==> src/rtl/core/mcds_pkg.sv <==
package mcds_pkg;

   localparam int MAX_SLOTS   = 64;
   localparam int CREDIT_BITS = 16;

   localparam int SLOT_W  = (MAX_SLOTS > 1) ? $clog2(MAX_SLOTS) : 1;
   localparam int COUNT_W = $clog2(MAX_SLOTS + 1);

   localparam int COMMAND_W = 1;
   localparam int CREDIT_W  = 16;
   localparam int SERVED_W  = 7;
   localparam int NUM_W     = (SLOT_W + 1 > SERVED_W) ? SLOT_W + 1 : SERVED_W;

   localparam logic [COMMAND_W-1:0] CMD_LOAD  = 1'b0;
   localparam logic [COMMAND_W-1:0] CMD_SERVE = 1'b1;

   typedef logic [CREDIT_BITS-1:0] credit_type;
   typedef logic [SLOT_W-1:0]      slot_idx_type;

   typedef struct packed {
      logic         clear;
      logic         step;
      logic         live;
      slot_idx_type idx;
   } track_ctl_type;

   typedef struct packed {
      logic         found;
      credit_type   best;
      slot_idx_type idx;
   } track_sts_type;

   function automatic logic [SERVED_W-1:0] slot_number(input slot_idx_type idx);
      logic [NUM_W-1:0] num;
      num = NUM_W'(idx) + NUM_W'(1);
      return num[SERVED_W-1:0];
   endfunction

endpackage

==> src/rtl/core/mcds_req_if.sv <==
interface mcds_req_if import mcds_pkg::*; ();
   logic                 valid;
   logic                 ready;
   logic [COMMAND_W-1:0] command;
   logic [CREDIT_W-1:0]  credit;

   modport source (output valid, command, credit, input ready);
   modport sink   (input valid, command, credit, output ready);
endinterface

==> src/rtl/core/mcds_rsp_if.sv <==
interface mcds_rsp_if import mcds_pkg::*; ();
   logic                valid;
   logic                ready;
   logic [SERVED_W-1:0] served_slot;
   logic                empty_res;

   modport source (output valid, served_slot, empty_res, input ready);
   modport sink   (input valid, served_slot, empty_res, output ready);
endinterface

==> src/rtl/core/mcds_credit_ram.sv <==
module mcds_credit_ram import mcds_pkg::*; (
   input  logic         clock,
   input  logic         wr_en,
   input  slot_idx_type wr_addr,
   input  credit_type   wr_data,
   input  slot_idx_type rd_addr,
   output credit_type   rd_data
);

   credit_type mem [MAX_SLOTS];
   credit_type rd_data_ff;

   always_ff @(posedge clock) begin
      if (wr_en) begin
         mem[wr_addr] <= wr_data;
      end
      rd_data_ff <= mem[rd_addr];
   end

   assign rd_data = rd_data_ff;

endmodule

==> src/rtl/core/mcds_max_track.sv <==
module mcds_max_track import mcds_pkg::*; (
   input  logic          clock,
   input  logic          reset,
   input  track_ctl_type ctl,
   input  credit_type    data,
   output track_sts_type sts
);

   logic         found_ff, found_in;
   credit_type   best_ff, best_in;
   slot_idx_type idx_ff, idx_in;
   logic         take;

   // shared comparator
   assign take = ctl.step && ctl.live && (!found_ff || (data > best_ff));

   always_comb begin
      found_in = found_ff;
      best_in  = best_ff;
      idx_in   = idx_ff;
      if (ctl.clear) begin
         found_in = 1'b0;
      end else if (take) begin
         found_in = 1'b1;
         best_in  = data;
         idx_in   = ctl.idx;
      end
   end

   always_ff @(posedge clock) begin
      if (reset) begin
         found_ff <= 1'b0;
      end else begin
         found_ff <= found_in;
      end
      best_ff <= best_in;
      idx_ff  <= idx_in;
   end

   assign sts.found = found_ff;
   assign sts.best  = best_ff;
   assign sts.idx   = idx_ff;

endmodule

==> src/rtl/core/max_credit_decrement_scheduler_core.sv <==
// load transaction: written on accept, next transaction may follow in the next cycle
// serve transaction: ST_SCAN, then ST_DRAIN, then ST_FINISH registers the result;
//   next accept back in ST_IDLE, at the earliest as the result is taken; the scan goes
//   one slot per cycle through the single credit comparator fed by the credit ram read port
// not ready while a serve scans, or while a finished result waits and is not taken
// reset clears live bits, load count and control state; the credit ram is not cleared
module max_credit_decrement_scheduler_core import mcds_pkg::*; (
   input logic        clock,
   input logic        reset,
   mcds_req_if.sink   req_if,
   mcds_rsp_if.source rsp_if
);

   typedef enum logic [1:0] {
      ST_IDLE,
      ST_SCAN,
      ST_DRAIN,
      ST_FINISH
   } state_type;

   state_type           state_ff, state_in;
   logic [COUNT_W-1:0]  slots_loaded_ff, slots_loaded_in;
   logic [MAX_SLOTS-1:0] slot_live_ff, slot_live_in;
   slot_idx_type        scan_idx_ff, scan_idx_in;
   logic                cmp_valid_ff, cmp_valid_in;
   logic                cmp_live_ff, cmp_live_in;
   slot_idx_type        cmp_idx_ff, cmp_idx_in;
   logic                rsp_valid_ff, rsp_valid_in;
   logic [SERVED_W-1:0] rsp_slot_ff, rsp_slot_in;
   logic                rsp_empty_ff, rsp_empty_in;

   logic          req_accept;
   logic          wr_en;
   slot_idx_type  wr_addr;
   credit_type    wr_data;
   credit_type    rd_data;
   track_ctl_type track_ctl;
   track_sts_type track_sts;

   mcds_credit_ram u_ram (
      .clock   (clock),
      .wr_en   (wr_en),
      .wr_addr (wr_addr),
      .wr_data (wr_data),
      .rd_addr (scan_idx_ff),
      .rd_data (rd_data)
   );

   mcds_max_track u_track (
      .clock (clock),
      .reset (reset),
      .ctl   (track_ctl),
      .data  (rd_data),
      .sts   (track_sts)
   );

   assign req_if.ready = (state_ff == ST_IDLE) && (!rsp_valid_ff || rsp_if.ready);
   assign req_accept   = req_if.valid && req_if.ready;

   assign track_ctl.clear = req_accept && (req_if.command == CMD_SERVE);
   assign track_ctl.step  = cmp_valid_ff;
   assign track_ctl.live  = cmp_live_ff;
   assign track_ctl.idx   = cmp_idx_ff;

   always_comb begin
      state_in        = state_ff;
      slots_loaded_in = slots_loaded_ff;
      slot_live_in    = slot_live_ff;
      scan_idx_in     = scan_idx_ff;
      cmp_valid_in    = 1'b0;
      cmp_live_in     = slot_live_ff[scan_idx_ff];
      cmp_idx_in      = scan_idx_ff;
      rsp_valid_in    = rsp_valid_ff && !rsp_if.ready;
      rsp_slot_in     = rsp_slot_ff;
      rsp_empty_in    = rsp_empty_ff;
      wr_en           = 1'b0;
      wr_addr         = slots_loaded_ff[SLOT_W-1:0];
      wr_data         = CREDIT_BITS'(req_if.credit);
      case (state_ff)
         ST_IDLE: begin
            if (req_accept) begin
               if (req_if.command == CMD_LOAD) begin
                  if (slots_loaded_ff < COUNT_W'(MAX_SLOTS)) begin
                     wr_en = 1'b1;
                     slot_live_in[slots_loaded_ff[SLOT_W-1:0]] = 1'b1;
                     slots_loaded_in = slots_loaded_ff + COUNT_W'(1);
                  end
               end else begin
                  scan_idx_in = '0;
                  state_in    = ST_SCAN;
               end
            end
         end
         ST_SCAN: begin
            cmp_valid_in = 1'b1;
            if (scan_idx_ff == SLOT_W'(MAX_SLOTS - 1)) begin
               state_in = ST_DRAIN;
            end else begin
               scan_idx_in = scan_idx_ff + SLOT_W'(1);
            end
         end
         ST_DRAIN: begin
            state_in = ST_FINISH;
         end
         ST_FINISH: begin
            rsp_valid_in = 1'b1;
            if (track_sts.found) begin
               rsp_slot_in  = slot_number(track_sts.idx);
               rsp_empty_in = 1'b0;
               wr_en        = 1'b1;
               wr_addr      = track_sts.idx;
               wr_data      = track_sts.best - CREDIT_BITS'(1);
               if (track_sts.best <= CREDIT_BITS'(1)) begin
                  slot_live_in[track_sts.idx] = 1'b0;
               end
            end else begin
               rsp_slot_in  = '0;
               rsp_empty_in = 1'b1;
            end
            state_in = ST_IDLE;
         end
         default: begin
            state_in = ST_IDLE;
         end
      endcase
   end

   always_ff @(posedge clock) begin
      if (reset) begin
         state_ff        <= ST_IDLE;
         slots_loaded_ff <= '0;
         slot_live_ff    <= '0;
         scan_idx_ff     <= '0;
         cmp_valid_ff    <= 1'b0;
         rsp_valid_ff    <= 1'b0;
      end else begin
         state_ff        <= state_in;
         slots_loaded_ff <= slots_loaded_in;
         slot_live_ff    <= slot_live_in;
         scan_idx_ff     <= scan_idx_in;
         cmp_valid_ff    <= cmp_valid_in;
         rsp_valid_ff    <= rsp_valid_in;
      end
      cmp_live_ff  <= cmp_live_in;
      cmp_idx_ff   <= cmp_idx_in;
      rsp_slot_ff  <= rsp_slot_in;
      rsp_empty_ff <= rsp_empty_in;
   end

   assign rsp_if.valid       = rsp_valid_ff;
   assign rsp_if.served_slot = rsp_slot_ff;
   assign rsp_if.empty_res   = rsp_empty_ff;

   a_serve_no_early_rsp: assert property (@(posedge clock) disable iff (reset)
      (req_accept && (req_if.command == CMD_SERVE)) |=> !rsp_if.valid)
      else $error("result raised right after serve accept");

   a_count_bound: assert property (@(posedge clock) disable iff (reset)
      slots_loaded_ff <= COUNT_W'(MAX_SLOTS))
      else $error("load count beyond slot count");

   a_best_is_live: assert property (@(posedge clock) disable iff (reset)
      ((state_ff == ST_FINISH) && track_sts.found) |-> slot_live_ff[track_sts.idx])
      else $error("served slot not live");

   a_ready_rsp_free: assert property (@(posedge clock) disable iff (reset)
      req_if.ready |-> (!rsp_valid_ff || rsp_if.ready))
      else $error("ready while result pending");

endmodule

==> src/flat_wrapper.sv <==
// flat-port wrapper written by rule: the top's interface ports become plain ports
module max_credit_decrement_scheduler_core_flat import mcds_pkg::*;
  (clock, reset, req_if_valid, req_if_command, req_if_credit, req_if_ready, rsp_if_valid, rsp_if_served_slot, rsp_if_empty_res, rsp_if_ready);
  mcds_req_if req_if_i ();
  mcds_rsp_if rsp_if_i ();
  input logic clock;
  input logic reset;
  input wire logic [$bits(req_if_i.valid)-1:0] req_if_valid;
  input wire logic [$bits(req_if_i.command)-1:0] req_if_command;
  input wire logic [$bits(req_if_i.credit)-1:0] req_if_credit;
  output wire logic [$bits(req_if_i.ready)-1:0] req_if_ready;
  output wire logic [$bits(rsp_if_i.valid)-1:0] rsp_if_valid;
  output wire logic [$bits(rsp_if_i.served_slot)-1:0] rsp_if_served_slot;
  output wire logic [$bits(rsp_if_i.empty_res)-1:0] rsp_if_empty_res;
  input wire logic [$bits(rsp_if_i.ready)-1:0] rsp_if_ready;
  assign req_if_i.valid = req_if_valid;
  assign req_if_i.command = req_if_command;
  assign req_if_i.credit = req_if_credit;
  assign req_if_ready = req_if_i.ready;
  assign rsp_if_valid = rsp_if_i.valid;
  assign rsp_if_served_slot = rsp_if_i.served_slot;
  assign rsp_if_empty_res = rsp_if_i.empty_res;
  assign rsp_if_i.ready = rsp_if_ready;
  max_credit_decrement_scheduler_core u_core (.clock(clock), .reset(reset), .req_if(req_if_i), .rsp_if(rsp_if_i));
endmodule
==> config.mk <==
export PLATFORM = sky130hd
export DESIGN_NAME = max_credit_decrement_scheduler_core_flat
export DESIGN_NICKNAME = d
export VERILOG_FILES = /design/src/rtl/core/mcds_pkg.sv /design/src/rtl/core/mcds_req_if.sv /design/src/rtl/core/mcds_rsp_if.sv /design/src/rtl/core/mcds_credit_ram.sv /design/src/rtl/core/mcds_max_track.sv /design/src/rtl/core/max_credit_decrement_scheduler_core.sv /design/src/flat_wrapper.sv
export SDC_FILE = /design/constraint.sdc
export NUM_CORES = 1
export LEC_CHECK = 0
export BUFFER_PORTS_ARGS = -buffer_cell sky130_fd_sc_hd__buf_2
export CAP_MARGIN = 20
export CORE_MARGIN = 1.5
export CORE_UTILIZATION = 40
export CTS_BUF_LIST = sky130_fd_sc_hd__clkbuf_8
export CTS_CLUSTER_DIAMETER = 80
export DETAILED_ROUTE_END_ITERATION = 8
export RECOVER_POWER = 100
export SLEW_MARGIN = 20
export SYNTH_ARGS = -nofsm -noshare
export SYNTH_HDL_FRONTEND = slang
export SYNTH_SLANG_ARGS = --single-unit
==> constraint.sdc <==
create_clock -name clock -period 6.42 [get_ports clock]
set_input_delay 0 -clock clock [delete_from_list [all_inputs] [get_ports clock]]
set_output_delay 0 -clock clock [all_outputs]
set_load 0.02 [all_outputs]
* Word level (Yosys, flattened, before mapping)
Memories as Yosys holds them, arrays and structs flattened. A register that Yosys moved wholly into a read port is not among the register bits. Index checks and enable logic that the tools add are counted. W data, S select, Z words.
Storage, ports and cells: memories kept 1, register bits after elaboration 119, bits in writable memories 1024, bits of input ports 21, word-level logic and storage cells 99
Memories:
- u_core.u_ram.mem | words 64, width 16, read ports 1, clocked after Yosys merged registers in 1, write ports 1, RTL line mcds_credit_ram.sv:10 | credit_type mem [MAX_SLOTS];
Cells by class: magnitude comparators 8, multiplexer cells 34, bitwise logic cells 5, reductions and logical operators 22, add/subtract/negate cells 4, equality and inequality tests 12
Operators with widths (number):
- $mux W64 | 5
- $pmux W64 S2 | 1
- $and A64 B64 Y64 | 1
- $not A64 Y64 | 1
- $or A64 B64 Y64 | 1
- $mux W16 | 2
- $mux W6 | 5
- $lt A6 B7 Y1 const B | 3
- $gt A16 B16 Y1 | 1
- $le A16 B1 Y1 const B | 1
- $sub A16 B1 Y16 const B | 1
- $demux W1 S6 | 2
- $ge A6 B1 Y1 const B | 2
- $mux W1 | 12
- $pmux W6 S2 | 1
- $ne A2 B2 Y1 const B | 5
- $logic_and A1 B1 Y1 | 8
- $pmux W2 S4 | 1
- $reduce_and A4 Y1 | 2
- $add A6 B1 Y7 const B | 1
- $add A7 B1 Y7 const B | 1
- $lt A7 B7 Y1 const B | 1
- $add A6 B1 Y6 const B | 1
- $bmux W1 S6 | 1
- other kinds (15) | 25

* Longest topological paths before layout
depth in word-level cells 9, gate-level depth with buffers 11, depth with buffers taken out 8

* By module
From an unflattened synthesis, not the netlist that was laid out.
Second synthesis, totals: cell total of the unflattened synthesis 2506, area total of the unflattened synthesis 46397.0 um^2
Modules (own cells, without submodules):
- mcds_credit_ram | instances 1, seq. area each 31069.8 um^2, area an instance 40042.2 um^2, cells an instance 1829
- max_credit_decrement_scheduler_core | instances 1, seq. area each 2001.9 um^2, area an instance 5226.3 um^2, cells an instance 593
- mcds_max_track | instances 1, seq. area each 680.7 um^2, area an instance 1128.6 um^2, cells an instance 84

* Least setup slack after synthesis
No wires, ideal clock.
kind register -> register, start point reg u_core.u_track.best_ff[6], end point mem u_core.u_ram.mem[0][11] (netlist name) (data pin), period minus slack after synthesis 5.044 ns, arrival time 4.342 ns, library setup time 0.702 ns, setup slack 1.376 ns, required time 5.718 ns, cell stages (with the launch flop) 7, path through edfxtp_1 > or3_1 > or3_1 > or2_2 > nor3_1 > xnor2_1 > o21ai_0
On the way: word-level cells in the longest chain between the ends 3
RTL lines:
- start, declared | RTL line mcds_max_track.sv:10 | credit_type best_ff, best_in;
- start signal, assigned | RTL line mcds_max_track.sv:36 | best_ff <= best_in;
- $sub A16 B1 Y16 | RTL line max_credit_decrement_scheduler_core.sv:112 | wr_data = track_sts.best - CREDIT_BITS'(1);
- $mux W16 | RTL line max_credit_decrement_scheduler_core.sv:107 | if (track_sts.found) begin
- $mux W16 | RTL line max_credit_decrement_scheduler_core.sv:79 | case (state_ff)
- net u_core.u_ram.wr_data[11] | RTL line mcds_credit_ram.sv:5 | input credit_type wr_data,
- end, declared | RTL line mcds_credit_ram.sv:10
The timed path passes the listed nets, and every way through them passes these cells.

==> impl_metrics.toml <==
[drt]
dr.pass1.iters = 8
wl_per_cell_um = 29.2
vias_per_cell = 5.82
drtIter0Drc = 3149
route.detailed.drc = 0
vias = 25100
route.antenna.remaining_nets = 0
routed_wl_mm = 126

[cells_and_area]
layout-drive-gt1-share_pct = 18.6
fin_nets = 2715
areaGrowthSynthToFinish_pct = 12.2

[synth]
synth-xor-area-share_pct = 0.461
yosys-top-cells-count = "1054 x edfxtp_1, 216 x mux4_2, 155 x mux2i_1"
synth_top_cells_by_area = "edfxtp_1 69%, mux4_2 11%, dfxtp_1 4.6%, mux2i_1 3.4%, a211oi_1 1.1%"
yosysSeqAreaShare_pct = 74.0
synth_fa_ha_area_share_pct = 0.686
synthCells = 2472
synth-warning-count = 0
synth.avg_cell_area_um2 = 18.5
synth-compound-area-share_pct = 5.50
synth_cell_type_count = 59
synth_nets = 2518
synth_top_family_by_area = "multiplexers"
ys_seq_elements = 1159
synth_top_area_cell = "edfxtp_1"
yosys_most_used_dff = "edfxtp_1"
synthSimpleGateAreaFrac_pct = 3.53
mappedNetlistArea_um2 = 45600
synth_edf_count = 1054
synth_most_common_cell = "edfxtp_1"
synth_top_area_share_pct = 69.4
ys_async_sr_fraction_pct = 0
synth.area.mux_share_pct = 14.2

[pwr]
power_density_nw_per_um2 = 305
seqPwrFrac_pct = 54.0
intPower_mw = 11.8
sw_frac_of_total_pct = 24.3
switchingPower_mw = 3.78
power.leakage_nw = 15.7
clkPwrFrac_pct = 37.9
peakVddDrop_uv = 151
p_comb_share_pct = 8.1

[setup_path]
critPathTopFamily = "buffers and inverters"
end_kind = "register"
slowest_stage = "dfxtp_1"
crit_type = "reg -> reg"
cp.arrival_ps = 5590
r2r_end = "u_core.u_ram.rd_data[14]"
rr_worst_depth = 7
required_ps = 7180
reg2reg_slack_ps = 1590
critical-path-max-stage-delay_ps = 1440
startpoint = "u_core.cmp_idx_in[2]"
r2r_start = "u_core.cmp_idx_in[2]"
crit_chain = "buf_4 -> clkbuf_2 -> and2_0 -> buf_4 -> a211oi_1 -> a221oi_1 -> a21boi_0"
crit_path_frequent_cell = "buf_4"
worst-path-buf-inv = 3
crit_path_start_kind = "register"
path_max_fanout = 42

[clock_network]
clk_latency_ps = 870
clk_pin_slew_ps = 60
cts-root-buf = "clkbuf_8"
cts_tree = "yes"
clock-sinks = 1159
numCtsBuffers = 183
h-tree-depth = 4
cts_buffer_depth = 3

[sta]
setup_viol_count_final = 0
fin_tns_setup_ps = 0
rsz0062_at_grt = "no"
finalHoldViolCount = 0
tightest_slew_ps = 2170
slew_viol_final = 781
timing.final.crit_period_ps = 4830
layout_worst_path_cycle_share_pct = 75.2
skew_ps = 46.1
max_freq_ghz = 0.207
fin_ws_ps = 1590
slew-limit-headroom_pct = -44.9

[hold_path]
holdPathEnd = "u_core.u_ram.mem[28][13]"
min-delay-start = "req_if_credit[13]"
hold_path.class = "in -> reg"
whs_path_depth = 4

[run]
maxCapViolCount = 15

[status]
outcome = "finished, violations left"
violations = "max-capacitance violations, max-slew violations"

[floorplan]
placeableCoreArea_um2 = 113000
die_height_um = 341
die_area_um2 = 116000
num_rows = 123
io_pins = 31
start_util_pct = 40.4
die_w_um = 341

[placement]
place_congestion = 0.940
port_buffers = 30
post-dp-hpwl_mm = 76.8
pre_cts_ws_ps = 2760

[global_route]
grt_pass1_vias = 25000
overflow = 0
grt_max_degree = 82
globalRouteTotalUtil_pct = 21.7
antenna_found_initial = 4
grt_pass1_wl_mm = 181
-- flip-flops by register name (all words and copies together) (netlist names) --
signal	cells
u_core.u_track.idx_ff	6
u_core.rsp_if.valid	1
u_core.rsp_if.served_slot	7
u_core.state_ff	2
u_core.u_ram.rd_data	16
u_core.cmp_live_ff	1
u_core.slots_loaded_ff	7
u_core.cmp_idx_in	6
u_core.u_ram.mem	1024
u_core.rsp_if.empty_res	1
u_core.cmp_idx_ff	6
u_core.slot_live_ff	64
u_core.u_track.best_ff	16
u_core.cmp_valid_ff	1
u_core.u_track.found_ff	1
-- metal layers --
layer	track usage (%)	vias up	wire length, um
met2	32.8	1276	57700
met4	8.18	0	4350
met3	4.85	216	11200
met1	30.7	13100	52900
li1	-	10500	-
met5	0	-	0
-- cells in the final DEF, fill, tap and decap left out, drive strengths merged, types with 54 or more instances in the layout --
master     n
a211oi    69
a21oi    102
buf       54
clkbuf   274
clkinv    54
dfxtp    105
edfxtp  1054
inv      111
mux2i    155
mux4     216
nand2     78
nor2     121
o21ai     58
-- how the worst max path moves through the flow --
stage,endpoint,slack [ps],cells after the start
final,u_core.u_ram.rd_data[14],1590,7
after global routing,u_core.u_ram.mem[17][11],1320,6
after CTS,u_core.u_ram.rd_data[14],2710,6
after detailed placement,u_core.u_ram.rd_data[14],2760,6
after global placement,u_core.u_ram.mem[29][5],2510,7
after floorplan,u_core.u_ram.mem[0][11],1380,6
-- cell families after synthesis --
logic type	count (synthesis)
AO/OA/AOI/OAI	385
XOR/XNOR	24
adder cells (fa/ha/maj)	25
buffers and inverters	165
flip-flops	1159
multiplexers	378
AND/OR/NAND/NOR	336
-- timing repair --
action,in CTS,in global routing
resized for setup,0,0
setup buffers,0,0
hold buffers,11,0
hold endpoints to repair,175,0
-- power groups by stage --
stage                     Clock [mW]  Combinational (mW)  Sequential, mW
after global routing            6.36                1.34            8.42
after CTS                       6.05                1.29            8.41
final                           5.92                1.26            8.42
after global placement             0                1.25            8.56
after detailed placement           0                1.28            8.56
after floorplan                    0               0.877            8.51
-- metrics by stage --
stage	cell area (um2)	cells	utilization [%]	hold slack (ps)	total power, mW
after floorplan	45600	2472	-	282	9.39
after CTS	51700	4318	45.8	13.6	15.7
after global placement	48000	3969	42.6	386	9.82
after global routing	51200	4319	45.4	83.5	16.1
after detailed placement	48100	3973	42.6	389	9.84
final	51200	4319	45.4	80.4	15.6
-- worst register-to-register path: cells and delay by family, from the launching register on --
family	cells	cell delay, ps
buffers and inverters	3	2190
DFF	1	1440
AOI/OAI and AO/OA	3	610
and+or+nand+nor	1	510
-- final cells by class --
class	instances	area [um2]
diodes	1	2.50
fillers	9642	61600
flip-flops and latches	1159	33800
well taps	1500	1880
repair buffers	147	835
inverters	30	113
clock buffers	192	2640
clock inverters	142	805
multi-input cells	1148	11100
Power figures use the tool's default switching activity.
